[src/rtl/bohist_pkg.sv]
// ----------------------------------------------------------------------------
// bohist_pkg: shared types and constants of the orbit histogram core
// Holds the sequencer states, the command and multiplier operation codes,
// the register indexes and the fixed-point constants that the modules share.
// ----------------------------------------------------------------------------
package bohist_pkg;

    localparam int GRID_WIDTH_DEF  = 256;
    localparam int GRID_HEIGHT_DEF = 256;
    localparam int COUNT_BITS_DEF  = 32;

    localparam int Z_BITS   = 40;
    localparam int FRAC     = 24;
    localparam int STEP_BITS = 20;

    localparam logic CMD_SAMPLE = 1'b0;
    localparam logic CMD_READ   = 1'b1;

    localparam logic [1:0] REG_TIER_ONE = 2'd0;
    localparam logic [1:0] REG_TIER_TWO = 2'd1;
    localparam logic [1:0] REG_ITER_LIM = 2'd2;

    // 10000^2 in Q40.24, 1.5 in Q16.24 and 3.0 in unsigned Q3.24
    localparam logic signed [63:0] ESCAPE_SQ = 64'sd1677721600000000;
    localparam logic signed [Z_BITS-1:0] HALF_SPAN = 40'sd25165824;
    localparam logic [26:0] FULL_SPAN = 27'd50331648;

    // Operation codes for the shared multiplier.
    typedef enum logic [2:0] {
        MUL_XX,
        MUL_YY,
        MUL_XY,
        MUL_NXX,
        MUL_NYY,
        MUL_COL,
        MUL_ROW
    } mul_op_t;

    typedef enum logic [3:0] {
        ST_IDLE,
        ST_CLEAR,
        ST_MUL,
        ST_UPDATE,
        ST_CHECK,
        ST_PIX,
        ST_RD,
        ST_WR,
        ST_READ,
        ST_OUT
    } state_t;

endpackage

[src/rtl/bohist_mul.sv]
// ----------------------------------------------------------------------------
// bohist_mul: shared iterative fixed-point multiplier
// Multiplies two signed 40-bit values, 20 bits of the second operand per
// cycle, and returns floor(a*b / 2^24).
// ----------------------------------------------------------------------------
module bohist_mul
(
    input  logic                clk,
    input  logic                rst_n,
    input  logic                start,
    input  logic signed [39:0]  a,
    input  logic signed [39:0]  b,
    output logic                done,
    output logic signed [63:0]  product
);

    logic [39:0] ma_reg;
    logic [39:0] mb_reg;
    logic        neg_reg;
    logic [79:0] acc_reg;
    logic [1:0]  phase_reg;
    logic        busy_reg;
    logic [59:0] part;
    logic [79:0] shifted;

    always_comb
    begin
        if (phase_reg == 2'd0)
            part = ma_reg * mb_reg[19:0];
        else
            part = ma_reg * mb_reg[39:20];
        shifted = (phase_reg == 2'd0) ? {20'd0, part} : {part, 20'd0};
    end

    always_ff @(posedge clk or negedge rst_n)
    begin
        if (!rst_n)
        begin
            busy_reg  <= 1'b0;
            phase_reg <= 2'd0;
            done      <= 1'b0;
        end
        else
        begin
            done <= 1'b0;
            if (start)
            begin
                busy_reg  <= 1'b1;
                phase_reg <= 2'd0;
            end
            else if (busy_reg)
            begin
                if (phase_reg == 2'd1)
                begin
                    busy_reg <= 1'b0;
                    done     <= 1'b1;
                end
                phase_reg <= phase_reg + 2'd1;
            end
        end
    end

    always_ff @(posedge clk)
    begin
        if (start)
        begin
            ma_reg  <= a[39] ? 40'(-a) : 40'(a);
            mb_reg  <= b[39] ? 40'(-b) : 40'(b);
            neg_reg <= a[39] ^ b[39];
            acc_reg <= '0;
        end
        else if (busy_reg)
            acc_reg <= acc_reg + shifted;
    end

    logic [63:0] hi;
    assign hi = 64'(acc_reg >> bohist_pkg::FRAC);
    assign product = neg_reg
        ? -$signed(hi + 64'((acc_reg[bohist_pkg::FRAC-1:0] != '0) ? 1 : 0))
        : $signed(hi);

endmodule

[config.mk]
export PLATFORM = sky130hd
export DESIGN_NAME = bohist_mul
export DESIGN_NICKNAME = d
export VERILOG_FILES = /design/src/rtl/bohist_pkg.sv /design/src/rtl/bohist_mul.sv
export SDC_FILE = /design/constraint.sdc
export NUM_CORES = 2
export LEC_CHECK = 0
export BUFFER_PORTS_ARGS = -buffer_cell sky130_fd_sc_hd__buf_2
export CAP_MARGIN = 0
export CORE_MARGIN = 2
export CORE_UTILIZATION = 60
export CTS_CLUSTER_SIZE = 25
export DETAILED_ROUTE_END_ITERATION = 12
export PLACE_DENSITY_LB_ADDON = 0.12
export SYNTH_ARGS = -nofsm -noshare
export SYNTH_HDL_FRONTEND = slang
export SYNTH_SLANG_ARGS = --single-unit
[constraint.sdc]
create_clock -name clk -period 12.5 [get_ports clk]
set_input_delay 0.625 -clock clk [delete_from_list [all_inputs] [get_ports clk]]
set_output_delay 0.625 -clock clk [all_outputs]
set_load 0.03 [all_outputs]
==> flow_results.org <==
** Min path
- The tightest min-delay check is of the primary input to flop type.
- HP Start :: b[0]
- The path with the worst hold slack has its endpoint at mb_reg[0].
- Along the worst hold path, the cell count comes to 1.

** Route
- For this block, the initial DRC count from the detailed router was 3,876.
- The detail route stage leaves a number of antenna-violating nets equal to 0.
- Drt via density :: 5.83
- Summing over every cut layer, the via total after detailed routing is 54,703.
- Number of detailed-routing iterations run before antenna repair :: 6
- Detailed routing placed a total of 15.6 mm of wire on met3.
- Max layer used :: met5
- After detailed routing, the total wire length is 200 mm.
- DR WL/cell :: 21.3 um
- Wire segments on met2 add up to 94.0 mm in the final route.
- After detailed routing, the wire length on met1 is 77.2 mm.
- Residual DRC count :: 0

** Clock network
- Buffer type at the clock tree root :: sky130_fd_sc_hd__clkbuf_16
- Post-CTS Setup Repair Bufs :: 0
- Number of instances resized during post-cts repair :: 0
- Clock latency on the worst-skew pair :: 550 ps
- TritonCTS built the clock tree.
- Buffer levels on the longest clock path :: 2
- Hold-fix buffers, CTS :: 1
- Counting the buffers created by CTS gives 17.
- The H-tree was split into 4 levels.
- The clock drives 165 sinks.
- Clk pin slew, worst setup/hold paths :: 80 ps

** Timing
- Of the available clock period, the critical path in the final layout requires 0.933.
- Setup Viol. Count Final :: 0
- Slew at the pin closest to its max-slew limit :: 1190 ps
- Setup repair after global routing left no endpoint under its margin.
- Across the routed clock network, the largest skew measured is 27.6 ps.
- The number of slew-limit violations in the final report is 0.
- In the final timing run, aggregate negative setup slack is 0 ps.
- The count of final hold-check violations was 0.
- Based on the critical path, the design can be clocked at up to 85.8 MHz.
- Headroom to the max-slew limit :: 0.204
- The worst path needs 11,660 ps of the cycle, external delays included.

** Worst setup path
- On the critical path, the stage with the largest delay is an instance of sky130_fd_sc_hd__edfxtp_1.
- Crit path arrival time :: 12,130 ps
- Category of the worst setup path launch point :: flop
- Req. time, crit path :: 12,970 ps
- The worst setup path is of the flop to flop kind.
- The worst register-to-register path ends at acc_reg[77].
- CP endpoint kind :: flop
- Dominant cell type by count on the critical path :: sky130_fd_sc_hd__fa_1
- For the worst flop-to-flop path, the logic depth is 37.
- In this run the register-to-register setup slack is 840 ps.
- Worst r2r src :: ma_reg[11]
- In this run the worst path has a maximum fanout of 21.
- Broken down by cell family, the worst path's largest delay share belongs to adder cells.
- On the worst path, the slowest cell contributes a delay of 1120 ps.
- Crit path buffers/inverters :: 5

** Placement
- The HPWL after detailed placement is 159 mm.
- At the end of routability-driven placement, the weighted congestion stood at 0.951.
- Input and output buffers added on the ports amount to 147.
- Total placed cells including tap cells :: 9,342

** Floorplan
- I/O pin total :: 148
- Area inside the core boundary :: 111,000 um2
- Initial standard-cell utilization of the core :: 0.607
- Die Span X :: 339 um
- The floorplan has 122 rows.
- Chip height :: 339 um
- Full die area :: 115,000 um2

** Layout
- The final layout contains 9,800 nets.
- Of the cells placed in the final design, the portion with a size suffix greater than 1 is 0.0448.
- Post-route core utilization :: 0.628
- Fillcell total :: 9,846
- Layout-stage area growth over the synthesis result :: 3.58%
- Max reg flops :: 80
- After the flow finishes, the layout carries non-filler instances totaling 9,377.

** Global route
- Pin count of the biggest net entering global routing :: 75
- Initial antenna violation count :: 8
- Global route overflow :: 0
- Wire length of the first global-routing pass :: 315 mm
- Vias in the first global route :: 56,416
- Total Routing Usage GR :: 0.353

** Logic synthesis
- When the netlist entered floorplanning its net count stood at 9,970.
- In the synthesized netlist the dominant register cell turns out to be sky130_fd_sc_hd__edfxtp_1.
- Of all flip-flops after synthesis, the portion carrying an async set or reset was 0.0242.
- Counting flops with a built-in enable in the synthesized netlist gives 81.
- Number of distinct standard cells referenced by the synthesized netlist :: 90
- Area leader, netlist :: sky130_fd_sc_hd__fa_1
- Ranking of synthesized cells by instance count :: sky130_fd_sc_hd__inv_1 (1,610), sky130_fd_sc_hd__fa_1 (1,361), sky130_fd_sc_hd__nand2_1 (1,247), sky130_fd_sc_hd__and2_1 (661), sky130_fd_sc_hd__ha_1 (482)
- Gate Count Post-Synth :: 8,044
- The synthesized netlist occupies a cell area of 67,300 um2.
- Sequential fraction of the synthesis area :: 0.0614
- Cell types with the largest area share after synthesis :: sky130_fd_sc_hd__fa_1 (40%), sky130_fd_sc_hd__inv_1 (9.0%), sky130_fd_sc_hd__ha_1 (9.0%), sky130_fd_sc_hd__nand2_1 (7.0%), sky130_fd_sc_hd__and2_1 (6.1%)
- During synthesis, Yosys emitted a total of 0 warnings.
- In the post-synthesis netlist, the cell with the most instances is sky130_fd_sc_hd__inv_1.
- Area fraction of the dominant cell type after synthesis :: 0.405
- Average cell area after synthesis :: 8.37 um2
- Flops & latches, synth :: 165

** Job
- Max-cap violations in this run came to 0.

** Status
- The run finished with clean final reports.
==> kinds of logic after synthesis <==
| family | count (synthesis) | synth area share |
|---|---|---|
| multiplexers | 70 | 0.0106 |
| adder cells (fa/ha/maj) | 1843 | 0.494 |
| AND/OR/NAND/NOR | 2548 | 0.182 |
| flip-flops | 165 | 0.0614 |
| AO/OA/AOI/OAI | 1058 | 0.0989 |
| XOR/XNOR | 285 | 0.0371 |
| buffers and inverters | 2075 | 0.116 |
==> worst max-delay path by stage <==
stage / startpoint / endpoint / slack (ps) / cells past startpoint
floorplan: mb_reg[2] / acc_reg[78] / 3250 / 38
global placement: mb_reg[2] / acc_reg[77] / 1280 / 36
detailed placement: mb_reg[6] / acc_reg[77] / 1190 / 36
CTS: mb_reg[6] / acc_reg[77] / 1150 / 36
global route: mb_reg[3] / acc_reg[77] / 330 / 37
finish: ma_reg[11] / acc_reg[77] / 840 / 37
==> cell usage in the layout, fill, tap and decap left out, drive strengths merged, types with 22 or more instances in the layout <==
cell,count
ha,482
dfxtp,80
a21oi,336
nand4,72
a211oi,22
a21o,160
o31ai,44
nand2b,28
xor2,82
edfxtp,81
nor2b,31
nor2,252
nand2,1247
o21ai,234
o21bai,54
xnor2,203
nand3,64
o21a,24
or3,28
and2,661
and3,32
inv,1616
buf,273
a31oi,34
mux2i,61
nor3,43
fa,1361
==> routing by layer <==
metal,GRT usage,vias up
li1,-,24352
met1,0.453,27499
met4,0.194,12
met5,0,-
met3,0.0588,564
met2,0.573,2276
==> final cells by class <==
class                      instances  area [um2]  area share
antenna                            3        7.51    0.000108
sequential                       165        4140      0.0593
timing repair buffer             274        1740      0.0249
clock buffer                      19         454     0.00651
tap                             1488        1860      0.0267
inverter                        1612        6050      0.0868
clock inverter                    12        95.1     0.00136
multi-input combinational       5804       55400       0.794
==> stage by stage <==
| step | hold WS (ps) | area [um2] | worst slack (ps) |
|---|---|---|---|
| detailed placement | 441 | 69200 | 1190 |
| global route | 262 | 69700 | 331 |
| finish | 275 | 69700 | 843 |
| global placement | 440 | 69200 | 1280 |
| CTS | 247 | 69700 | 1150 |
| floorplan | 329 | 67300 | 3250 |
Power is not shown: default switching activity piles up to over one toggle a cycle in this logic, so the estimate is an artifact.
